## config.mk

```make
export PLATFORM = sky130hd
export DESIGN_NAME = calendar_clock_with_weekday_unit
export DESIGN_NICKNAME = d
export VERILOG_FILES = /design/src/ccw_pkg.sv /design/src/ccw_state.sv /design/src/ccw_weekday.sv /design/src/calendar_clock_with_weekday_unit.sv
export SDC_FILE = /design/constraint.sdc
export NUM_CORES = 1
export LEC_CHECK = 0
export BUFFER_PORTS_ARGS = -buffer_cell sky130_fd_sc_hd__buf_2
export CORE_MARGIN = 4
export CORE_UTILIZATION = 45
export DETAILED_ROUTE_END_ITERATION = 16
export PLACE_DENSITY = 0.68
export SLEW_MARGIN = 0
export SYNTH_ARGS = -nofsm -noshare
export SYNTH_HDL_FRONTEND = slang
export SYNTH_SLANG_ARGS = --single-unit
export TNS_END_PERCENT = 20
```

## constraint.sdc

```tcl
create_clock -name i_clk -period 8.8 [get_ports i_clk]
set_clock_uncertainty 0.15 [all_clocks]
set_input_delay 0.44 -clock i_clk [delete_from_list [all_inputs] [get_ports i_clk]]
set_output_delay 0.44 -clock i_clk [all_outputs]
set_load 0.02 [all_outputs]
```

## src/ccw_pkg.sv

```systemverilog
`default_nettype none

package ccw_pkg;

    localparam int unsigned SecMax   = 59;
    localparam int unsigned MinMax   = 59;
    localparam int unsigned HourMax  = 23;
    localparam int unsigned MonthMax = 12;
    localparam int unsigned YearMin  = 1;
    localparam int unsigned YearMax  = 9999;

    // floor(x / 25) = (x * Recip25) >> Recip25Shift for x below 2500
    localparam int unsigned Recip25      = 5243;
    localparam int unsigned Recip25Shift = 17;

    typedef enum logic [1:0] {
        CMD_TICK = 2'd0,
        CMD_INC  = 2'd1,
        CMD_DEC  = 2'd2,
        CMD_NONE = 2'd3
    } t_cmd;

    typedef enum logic [2:0] {
        FLD_HOUR  = 3'd0,
        FLD_MIN   = 3'd1,
        FLD_DAY   = 3'd2,
        FLD_MONTH = 3'd3,
        FLD_YEAR  = 3'd4
    } t_field;

    typedef struct packed {
        logic [13:0] year;
        logic [3:0]  month;
        logic [4:0]  day;
        logic [4:0]  hour;
        logic [5:0]  minute;
        logic [5:0]  second;
    } t_time;

    function automatic logic f_is_leap(input logic [13:0] year);
        return (year[1:0] == 2'd0);
    endfunction

    function automatic logic [4:0] f_month_len(input logic [3:0] month, input logic leap);
        logic [4:0] len;
        unique case (month)
            4'd2:                      len = leap ? 5'd29 : 5'd28;
            4'd4, 4'd6, 4'd9, 4'd11:   len = 5'd30;
            default:                   len = 5'd31;
        endcase
        return len;
    endfunction

    // sakamoto month offsets, january first
    function automatic logic [2:0] f_dow_offset(input logic [3:0] month);
        logic [2:0] off;
        unique case (month)
            4'd2:    off = 3'd3;
            4'd3:    off = 3'd2;
            4'd4:    off = 3'd5;
            4'd5:    off = 3'd0;
            4'd6:    off = 3'd3;
            4'd7:    off = 3'd5;
            4'd8:    off = 3'd1;
            4'd9:    off = 3'd4;
            4'd10:   off = 3'd6;
            4'd11:   off = 3'd2;
            4'd12:   off = 3'd4;
            default: off = 3'd0;
        endcase
        return off;
    endfunction

    // 8 = 1 mod 7, so octal digits are summed and folded
    function automatic logic [2:0] f_mod7(input logic [13:0] x);
        logic [4:0] s1;
        logic [3:0] s2;
        s1 = 5'(x[2:0]) + 5'(x[5:3]) + 5'(x[8:6]) + 5'(x[11:9]) + 5'(x[13:12]);
        s2 = 4'(s1[2:0]) + 4'(s1[4:3]);
        return (s2 >= 4'd7) ? 3'(s2 - 4'd7) : s2[2:0];
    endfunction

endpackage

`default_nettype wire

```

## src/ccw_state.sv

```systemverilog
`default_nettype none

module ccw_state (
    input  wire              i_clk,
    input  wire              i_rst_n,
    input  wire              i_valid,
    output logic             o_ready,
    input  wire [1:0]        i_command,
    input  wire [2:0]        i_field_select,
    output ccw_pkg::t_time   o_time,
    output logic             o_valid,
    input  wire              i_ready
);
    import ccw_pkg::*;

    t_time      r_time;
    t_time      n_time;
    t_time      r_snap;
    logic       r_valid;
    logic       accept;
    t_cmd       cmd;
    t_field     fld;
    logic [4:0] len_cur;
    logic [3:0] month_adj;
    logic [13:0] year_adj;
    logic [4:0] len_month_adj;
    logic [4:0] len_year_adj;
    logic       up;

    assign o_ready = !r_valid || i_ready;
    assign accept  = i_valid && o_ready;
    assign cmd     = t_cmd'(i_command);
    assign fld     = t_field'(i_field_select);
    assign up      = (cmd == CMD_INC);

    assign len_cur = f_month_len(r_time.month, f_is_leap(r_time.year));

    always_comb begin
        if (up) begin
            month_adj = (r_time.month >= 4'(MonthMax)) ? 4'd1 : r_time.month + 4'd1;
            year_adj  = (r_time.year < 14'(YearMax)) ? r_time.year + 14'd1 : r_time.year;
        end else begin
            month_adj = (r_time.month <= 4'd1) ? 4'(MonthMax) : r_time.month - 4'd1;
            year_adj  = (r_time.year > 14'(YearMin)) ? r_time.year - 14'd1 : r_time.year;
        end
    end

    assign len_month_adj = f_month_len(month_adj, f_is_leap(r_time.year));
    assign len_year_adj  = f_month_len(r_time.month, f_is_leap(year_adj));

    always_comb begin
        n_time = r_time;
        unique case (cmd)
            CMD_TICK: begin
                if (r_time.second >= 6'(SecMax)) begin
                    n_time.second = 6'd0;
                    if (r_time.minute >= 6'(MinMax)) begin
                        n_time.minute = 6'd0;
                        if (r_time.hour >= 5'(HourMax)) begin
                            n_time.hour = 5'd0;
                            if (r_time.day >= len_cur) begin
                                n_time.day = 5'd1;
                                if (r_time.month >= 4'(MonthMax)) begin
                                    n_time.month = 4'd1;
                                    if (r_time.year < 14'(YearMax)) begin
                                        n_time.year = r_time.year + 14'd1;
                                    end
                                end else begin
                                    n_time.month = r_time.month + 4'd1;
                                end
                            end else begin
                                n_time.day = r_time.day + 5'd1;
                            end
                        end else begin
                            n_time.hour = r_time.hour + 5'd1;
                        end
                    end else begin
                        n_time.minute = r_time.minute + 6'd1;
                    end
                end else begin
                    n_time.second = r_time.second + 6'd1;
                end
            end
            CMD_INC, CMD_DEC: begin
                unique case (fld)
                    FLD_HOUR: begin
                        if (up) begin
                            n_time.hour = (r_time.hour >= 5'(HourMax)) ? 5'd0
                                                                       : r_time.hour + 5'd1;
                        end else begin
                            n_time.hour = (r_time.hour == 5'd0) ? 5'(HourMax)
                                                                : r_time.hour - 5'd1;
                        end
                        n_time.second = 6'd0;
                    end
                    FLD_MIN: begin
                        if (up) begin
                            n_time.minute = (r_time.minute >= 6'(MinMax)) ? 6'd0
                                                                          : r_time.minute + 6'd1;
                        end else begin
                            n_time.minute = (r_time.minute == 6'd0) ? 6'(MinMax)
                                                                    : r_time.minute - 6'd1;
                        end
                        n_time.second = 6'd0;
                    end
                    FLD_DAY: begin
                        if (up) begin
                            n_time.day = (r_time.day >= len_cur) ? 5'd1 : r_time.day + 5'd1;
                        end else begin
                            n_time.day = (r_time.day <= 5'd1) ? len_cur : r_time.day - 5'd1;
                        end
                    end
                    FLD_MONTH: begin
                        n_time.month = month_adj;
                        if (r_time.day > len_month_adj) begin
                            n_time.day = len_month_adj;
                        end
                    end
                    FLD_YEAR: begin
                        n_time.year = year_adj;
                        if (r_time.day > len_year_adj) begin
                            n_time.day = len_year_adj;
                        end
                    end
                    default: begin
                        n_time = r_time;
                    end
                endcase
            end
            CMD_NONE: begin
                n_time = r_time;
            end
        endcase
    end

    always_ff @(posedge i_clk) begin
        if (!i_rst_n) begin
            r_time.second <= 6'd0;
            r_time.minute <= 6'd0;
            r_time.hour   <= 5'd0;
            r_time.day    <= 5'd1;
            r_time.month  <= 4'd1;
            r_time.year   <= 14'd2000;
            r_valid       <= 1'b0;
        end else begin
            if (accept) begin
                r_time <= n_time;
            end
            if (o_ready) begin
                r_valid <= i_valid;
            end
        end
    end

    always_ff @(posedge i_clk) begin
        if (accept) begin
            r_snap <= n_time;
        end
    end

    assign o_time  = r_snap;
    assign o_valid = r_valid;

`ifndef SYNTH
    a_time_range: assert property (@(posedge i_clk) disable iff (!i_rst_n)
        (r_time.second <= 6'(SecMax)) && (r_time.minute <= 6'(MinMax))
        && (r_time.hour <= 5'(HourMax)))
        else $error("time of day out of range");

    a_date_range: assert property (@(posedge i_clk) disable iff (!i_rst_n)
        (r_time.month >= 4'd1) && (r_time.month <= 4'(MonthMax))
        && (r_time.year >= 14'(YearMin)) && (r_time.year <= 14'(YearMax))
        && (r_time.day >= 5'd1) && (r_time.day <= len_cur))
        else $error("date out of range");

    a_state_holds: assert property (@(posedge i_clk) disable iff (!i_rst_n)
        !accept |=> $stable(r_time))
        else $error("clock state changed without a request");
`endif

endmodule

`default_nettype wire

```

## src/ccw_weekday.sv

```systemverilog
`default_nettype none

module ccw_weekday (
    input  wire              i_clk,
    input  wire              i_rst_n,
    input  wire              i_valid,
    output logic             o_ready,
    input  wire ccw_pkg::t_time i_time,
    output logic             o_valid,
    input  wire              i_ready,
    output ccw_pkg::t_time   o_time,
    output logic [2:0]       o_weekday
);
    import ccw_pkg::*;

    // stage a: shifted year and its hundreds
    logic [13:0] year_adj;
    logic [11:0] q4_in;
    logic [24:0] prod;
    logic        ready_a;
    logic        ready_b;

    logic        r_valid_a;
    t_time       r_time_a;
    logic [13:0] r_year_a;
    logic [6:0]  r_q100_a;
    logic [5:0]  r_offday_a;

    // stage b: sum and fold
    logic [13:0] sum;

    logic        r_valid_b;
    t_time       r_time_b;
    logic [2:0]  r_wday_b;

    assign ready_b = !r_valid_b || i_ready;
    assign ready_a = !r_valid_a || ready_b;
    assign o_ready = ready_a;

    assign year_adj = i_time.year - 14'(i_time.month < 4'd3);
    assign q4_in    = year_adj[13:2];
    assign prod     = 25'(q4_in) * 25'(Recip25);

    assign sum = r_year_a + 14'(r_year_a[13:2]) + 14'(r_q100_a[6:2])
               - 14'(r_q100_a) + 14'(r_offday_a);

    always_ff @(posedge i_clk) begin
        if (!i_rst_n) begin
            r_valid_a <= 1'b0;
            r_valid_b <= 1'b0;
        end else begin
            if (ready_a) begin
                r_valid_a <= i_valid;
            end
            if (ready_b) begin
                r_valid_b <= r_valid_a;
            end
        end
    end

    always_ff @(posedge i_clk) begin
        if (ready_a && i_valid) begin
            r_time_a   <= i_time;
            r_year_a   <= year_adj;
            r_q100_a   <= prod[Recip25Shift +: 7];
            r_offday_a <= 6'(f_dow_offset(i_time.month)) + 6'(i_time.day);
        end
        if (ready_b && r_valid_a) begin
            r_time_b <= r_time_a;
            r_wday_b <= f_mod7(sum);
        end
    end

    assign o_valid   = r_valid_b;
    assign o_time    = r_time_b;
    assign o_weekday = r_wday_b;

`ifndef SYNTH
    a_wday_range: assert property (@(posedge i_clk) disable iff (!i_rst_n)
        r_valid_b |-> (r_wday_b <= 3'd6))
        else $error("weekday out of range");

    a_stage_a_holds: assert property (@(posedge i_clk) disable iff (!i_rst_n)
        (r_valid_a && !ready_b) |=> (r_valid_a && $stable(r_year_a) && $stable(r_q100_a)))
        else $error("middle stage lost data under stall");

    a_hundreds: assert property (@(posedge i_clk) disable iff (!i_rst_n)
        r_valid_a |-> (r_q100_a <= 7'd99))
        else $error("year hundreds out of range");
`endif

endmodule

`default_nettype wire

```

## src/calendar_clock_with_weekday_unit.sv

```systemverilog
// calendar clock with weekday
//
// slave channel carries one request per transfer: tdata[1:0] is the command
// (tick, increment, decrement or none), tuser[2:0] selects the field to adjust
// (hour, minute, day, month, year). the clock state is updated in the
// cycle the request is taken, so a request may arrive on every clock while tready is high.
// master channel returns one result per request with the full time, date
// and weekday as they stand after that request.
// the result passes through the state snapshot register (state update), then
// the year hundreds multiply and the weekday sum and fold registers.
// throughput: one request per cycle while the master side does not stall.
// reset (synchronous, active low) sets 00:00:00 on 2000-01-01 and empties
// the pipeline. when the receiver stalls, each stage holds its data and
// keeps taking requests until all three registers are full; tready on the
// slave side then drops until the master side moves again.
`default_nettype none

module calendar_clock_with_weekday_unit (
    input  wire         i_clk,
    input  wire         i_rst_n,
    input  wire         i_s_axis_tvalid,
    output logic        o_s_axis_tready,
    input  wire  [7:0]  i_s_axis_tdata,   // command[1:0], zero pad[7:2]
    input  wire  [2:0]  i_s_axis_tuser,   // field_select[2:0]
    output logic        o_m_axis_tvalid,
    input  wire         i_m_axis_tready,
    output logic [47:0] o_m_axis_tdata    // second_now[5:0], minute_now[11:6],
                                          // hour_now[16:12], day_now[21:17],
                                          // month_now[25:22], year_now[39:26],
                                          // weekday[42:40], zero pad[47:43]
);
    import ccw_pkg::*;

    t_time      snap_time;
    logic       snap_valid;
    logic       snap_ready;
    t_time      res_time;
    logic [2:0] res_wday;

    // clock state and snapshot of each updated time
    ccw_state u_state (
        .i_clk          (i_clk),
        .i_rst_n        (i_rst_n),
        .i_valid        (i_s_axis_tvalid),
        .o_ready        (o_s_axis_tready),
        .i_command      (i_s_axis_tdata[1:0]),
        .i_field_select (i_s_axis_tuser),
        .o_time         (snap_time),
        .o_valid        (snap_valid),
        .i_ready        (snap_ready)
    );

    // weekday pipeline with the output register at its end
    ccw_weekday u_weekday (
        .i_clk     (i_clk),
        .i_rst_n   (i_rst_n),
        .i_valid   (snap_valid),
        .o_ready   (snap_ready),
        .i_time    (snap_time),
        .o_valid   (o_m_axis_tvalid),
        .i_ready   (i_m_axis_tready),
        .o_time    (res_time),
        .o_weekday (res_wday)
    );

    // pack result fields, lowest first
    assign o_m_axis_tdata = {5'd0, res_wday, res_time.year, res_time.month, res_time.day,
                             res_time.hour, res_time.minute, res_time.second};

endmodule

`default_nettype wire
```

### Word-level counts from Yosys, hierarchy flattened

Memory sizes are Yosys's and may differ from the RTL's. A register that Yosys moved wholly into a read port is not among the register bits.
Cells that the tools add are included.

* order comparisons: 13
* reductions and logical operators: 19
* eq/ne operators: 17
* mux-type cells: 38
* $add $sub $neg: 23
* $mul: 1

Operators by type and width (count)
* $pmux 40 s3: 1
* $mux 14: 5
* $mux 5: 9
* $mux 6: 6
* $mux 34: 1
* $pmux 5 s2: 3
* $mux 28: 1
* $mul 12x13->24 const B: 1
* $mux 23: 1
* $mux 4: 5
* $mux 18: 1
* $eq 4x3->1 const B: 4
* $eq 4x4->1 const B: 4
* $pmux 5 s3: 1
* $add 14x1->14 const B: 1
* $add 14x12->14: 1
* $add 14x5->14: 1
* $add 14x6->14: 1
* $gt 14x1->1 const B: 1
* $lt 14x14->1 const B: 1
* $sub 14x1->14: 1
* $sub 14x1->14 const B: 1
* $sub 14x7->14: 1
* $add 6x1->6 const B: 2
* 37 further kinds: 57

* register bits after elaboration: 193
* memories: 1
* bits in read-only memories: 48
* input bits: 15

Memory list
* (name not given): words 16, bits a word 3, read ports 1, clocked after memory_dff 1, wr ports 0, RTL line ccw_pkg.sv:57 `unique case (month)`

### Depth between registers and ports, before layout

* depth in word-level cells: 11
* gate-level depth with buffers: 30

### By module

A second synthesis with hierarchy kept.

* cell total of the unflattened synthesis: 1535
* area total of the unflattened synthesis: 15065.7 sq um

Modules (own cells, without submodules)
* ccw_weekday: cells an instance 705, area each 8458.1 sq um, sequential area each 3343.2 sq um, times used 1
* ccw_state: cells an instance 824, area each 6566.3 sq um, sequential area each 2021.9 sq um, times used 1
* calendar_clock_with_weekday_unit: cells an instance 6, area each 41.3 sq um, sequential area each 0.0 sq um, times used 1

### Least setup slack after synthesis

No wires, ideal clock.

* kind: register -> register
* start: reg u_state.r_snap, in the netlist u_state.o_time[22]
* end: reg u_weekday.r_q100_a[5] (data pin)
* clock period less this slack: 7111 ps
* data required time: 8392 ps
* buffers on the path: 0
* stages on the path, launching flop included: 28
* arrival time: 6704 ps
* path slack: 1689 ps
* setup time: 258 ps
* cell sequence: edfxtp_1 -> a211oi_1 -> ha_1 -> ha_1 -> nand2b_1 -> nor4_1 -> or3b_2 -> xor2_1 -> ha_1 -> inv_1 -> ha_1 -> or2_2 -> ha_1 -> inv_1 -> fa_1 -> inv_1 -> fa_1 -> inv_1 -> fa_1 -> inv_1 -> ha_1 -> nand4_1 -> nor3_1 -> a2111oi_0 -> a21oi_1 -> or3_1 -> a21oi_1 -> xnor2_1

* cells in the longest elaborated chain, start to end: 3

Ends and longest elaborated chain
* start, declared: RTL line ccw_state.sv:18 `t_time r_snap;`
* start signal, assigned: RTL line ccw_state.sv:157 `r_snap <= n_time;`
* $lt 4x2->1: RTL line ccw_weekday.sv:40 `assign year_adj = i_time.year - 14'(i_time.month < 4'd3);`
* $sub 14x1->14: RTL line ccw_weekday.sv:40
* $mul 12x13->24: RTL line ccw_weekday.sv:42 `assign prod = 25'(q4_in) * 25'(Recip25);`
* via u_weekday.prod[22]: RTL line ccw_weekday.sv:19 `logic [24:0] prod;`
* end signal, assigned: RTL line ccw_weekday.sv:65 `r_q100_a <= prod[Recip25Shift +: 7];`
* end, declared: RTL line ccw_weekday.sv:26 `logic [6:0] r_q100_a;`

The timed path passes the listed nets, and every way through them passes these cells.
A chain may end at the register's enable or synchronous reset.

### Worst setup path in the final report

Same ends and word-level chain as after synthesis.

==> impl_metrics.py <==
metrics = {
    "grt": {
        "overflow": 0,
        "grt_pass1_wl_microns": 55300,
        "track_usage_pct": 19.0,
        "grt_pass1_vias": 11000,
        "antenna_found_initial": 0,
        "grt_max_degree": 68,
    },
    "critical_path": {
        "critPathLaunchType": "flip-flop",
        "cp.required_ns": 8.85,
        "crit_top_cell": "ha_1",
        "reg2reg_from": "u_state.o_time[22]$_DFFE_PP_",
        "reg2reg_slack_ns": 0.84,
        "slowest_delay_ns": 0.62,
        "ff2ff_path_depth": 28,
        "cp_num_cells": 28,
        "arrival_ns": 8.01,
        "critPathTopFamily": "adder cells",
        "critPathBufInv": 6,
        "r2r-end": "u_weekday.r_q100_a[5]$_DFFE_PP_",
        "critPathKind": "reg2reg",
        "slowest_stage": "nor4_1",
        "crit_fanout": 4,
        "worst_setup_path_end_kind": "flip-flop",
    },
    "synth": {
        "synth_cells": 1503,
        "ys_seq_elements": 196,
        "ys_warn_count": 0,
        "yosysUniqueCellTypes": 91,
        "ys.flop_type": "edfxtp_1",
        "synthArstFlopShare_pct": 0,
        "synthesis.area_sq_um": 14700,
        "ys_seq_area_share_pct": 37.0,
        "synth_edf_count": 150,
        "syn_avg_cell_area_sq_um": 9.77,
    },
    "routing": {
        "routed_wirelength_microns": 33200,
        "wl_per_cell_microns": 16.9,
        "initialDrtViolationCount": 804,
        "drc": 0,
        "ant_nets": 0,
        "via_count": 11000,
        "first_pass_iters": 6,
        "vias_per_cell": 5.60,
    },
    "timing": {
        "setup_viol": 0,
        "layout_min_cycle_time_ns": 7.96,
        "tns_ns": 0,
        "final_hold_viol_count": 0,
        "worst_slew_pin_slew_ns": 1.06,
        "fmax_mhz": 126,
        "grt_setup_unrepaired": "false",
        "slew_violations": 0,
        "timing.hold.ws_ns": 0.106,
        "maxSlewHeadroom_pct": 28.6,
        "post-route-period-util_pct": 90.4,
    },
    "floorplan": {
        "die_w_microns": 189,
        "rows": 65,
        "die_h_microns": 189,
        "ios": 65,
        "fp.coreArea_sq_um": 31900,
        "initial_core_util_pct": 46.1,
        "die-area_sq_um": 35600,
    },
    "run": {
        "drv_cap": 0,
    },
    "layout": {
        "antennaDiodeCount": 0,
        "drive_gt1_share_pct": 8.86,
        "final_common_cell": "inv_1",
        "areaGrowthSynthToFinish_pct": 8.27,
        "layout_common_cells": "inv_1 (220), ha_1 (156), edfxtp_1 (150), nor2_1 (105), nand2_1 (98)",
        "fillCellCount": 2909,
        "nNetsFinal": 1762,
        "final_util_pct": 49.9,
    },
    "clocking": {
        "clock_latency_ns": 0.45,
        "root_buffer": "clkbuf_16",
        "clock_sinks": 196,
        "cts_resized": 0,
        "cts-htree-levels": 4,
        "cts_buffers": 17,
        "postCtsHoldBufs": 0,
        "post-cts-setup-buffers": 0,
        "cts_buffer_depth": 2,
        "path_clk_slew_ns": 0.08,
        "cts_tree": "built",
    },
    "placement": {
        "finalWeightedCongestion": 0.919,
        "port_buffers": 53,
        "dp_hpwl_microns": 24600,
    },
    "worst_hold_path": {
        "hp-class": "in2reg",
        "hp-start": "i_s_axis_tvalid",
        "holdPathStages": 3,
        "hold_end": "u_state.o_valid$_SDFFE_PN0N_",
    },
    "run_status": {
        "status": "finished, final reports clean",
    },
}
==> kinds of logic after synthesis <==
group,count (synthesis),share of synthesized area (%)
and+or+nand+nor,392,13.4
AOI/OAI and AO/OA,337,15.5
buffers and inverters,293,7.86
adders and majority gates,225,22.7
DFF,196,37.0
xor gates and xnor gates,47,2.80
muxes,12,0.852
other,1,0.0255
==> worst reg2reg max path, delay by kind of cell, from the launching register on <==
family	cells	cell delay, ns
adders and majority gates	9	3.01
and+or+nand+nor	7	2.13
AOI/OAI and AO/OA	4	1.07
buffers and inverters	6	0.49
DFF	1	0.45
xor gates and xnor gates	2	0.41
==> cells in the mapped netlist (6+ instances only) <==
library cell | instances | area (sq um)
o211a_1 | 6 | 60.1
xor2_1 | 22 | 193
a31oi_1 | 13 | 81.3
o21ai_0 | 75 | 375
a21o_1 | 15 | 113
nand4_1 | 11 | 68.8
inv_1 | 221 | 830
buf_1 | 6 | 22.5
buf_4 | 8 | 60.1
mux2i_1 | 10 | 100
fa_1 | 69 | 1380
ha_1 | 156 | 1950
a21oi_1 | 83 | 415
nor3_1 | 40 | 200
nor2b_1 | 13 | 81.3
edfxtp_1 | 150 | 4500
o21a_1 | 10 | 75.1
dfxtp_1 | 46 | 921
nand3_1 | 34 | 170
or3_1 | 10 | 62.6
nand2b_1 | 11 | 68.8
or2_2 | 11 | 68.8
nor2_1 | 105 | 394
clkbuf_1 | 42 | 158
nor4_1 | 12 | 75.1
nand2_1 | 98 | 368
o22ai_1 | 8 | 50.1
buf_2 | 12 | 60.1
and3_1 | 12 | 75.1
xnor2_1 | 25 | 219
o211ai_1 | 12 | 90.1
a41oi_1 | 7 | 61.3
a211oi_1 | 21 | 158
o41a_1 | 6 | 67.6
==> registers in the layout, summed over array words and instances (netlist names), named ones only <==
name and cells:
u_state.o_time 40, u_state.r_time 40, u_weekday.o_time 40, u_weekday.r_time_a 40
u_weekday.r_year_a 14, u_weekday.r_q100_a 7, u_weekday.r_offday_a 6, u_weekday.o_weekday 3
u_state.o_valid 1, u_weekday.o_valid 1, u_weekday.r_valid_a 1
==> routing by layer <==
| layer | up-vias | routed length [microns] | global-route usage [%] |
|---|---|---|---|
| li1 | 5333 | - | - |
| met1 | 5317 | 14900 | 25.3 |
| met2 | 332 | 15900 | 32.2 |
| met3 | 56 | 1830 | 3.17 |
| met4 | 0 | 618 | 5.63 |
| met5 | - | 0 | 0 |
==> worst max path at each step <==
stage / start / endpoint / slack (ns)
2_1_floorplan: u_state.o_time[22]$_DFFE_PP_ / u_weekday.r_q100_a[5]$_DFFE_PP_ / 1.69
3_3_place_gp: u_state.o_time[22]$_DFFE_PP_ / u_weekday.r_q100_a[5]$_DFFE_PP_ / 0.88
3_5_place_dp: u_state.o_time[22]$_DFFE_PP_ / u_weekday.r_q100_a[5]$_DFFE_PP_ / 0.82
4_1_cts: u_state.o_time[22]$_DFFE_PP_ / u_weekday.r_q100_a[5]$_DFFE_PP_ / 0.77
5_1_grt: u_state.o_time[22]$_DFFE_PP_ / u_weekday.r_q100_a[5]$_DFFE_PP_ / 0.12
6_report: u_state.o_time[22]$_DFFE_PP_ / u_weekday.r_q100_a[5]$_DFFE_PP_ / 0.84
==> per-stage QoR <==
step	instances	cell area, sq um	setup slack [ns]
after global placement	1938	15300	0.885
after global routing	1970	15900	0.117
after CTS	1970	15900	0.774
after floorplan	1507	14700	1.69
final	1970	15900	0.844
after detailed placement	1938	15300	0.816
==> final cells by class <==
class | instances | area, sq um | area share, %
clock buffer | 17 | 425 | 2.68
clock inverter | 15 | 159 | 1.00
inverter | 223 | 837 | 5.27
multi-input combinational | 1018 | 8140 | 51.2
sequential | 196 | 5430 | 34.1
tap | 435 | 544 | 3.42
timing repair buffer | 66 | 363 | 2.28
Power is left out: the tool's default activity adds up to more than one toggle a clock period on the data nets, which glitch-free logic cannot reach.
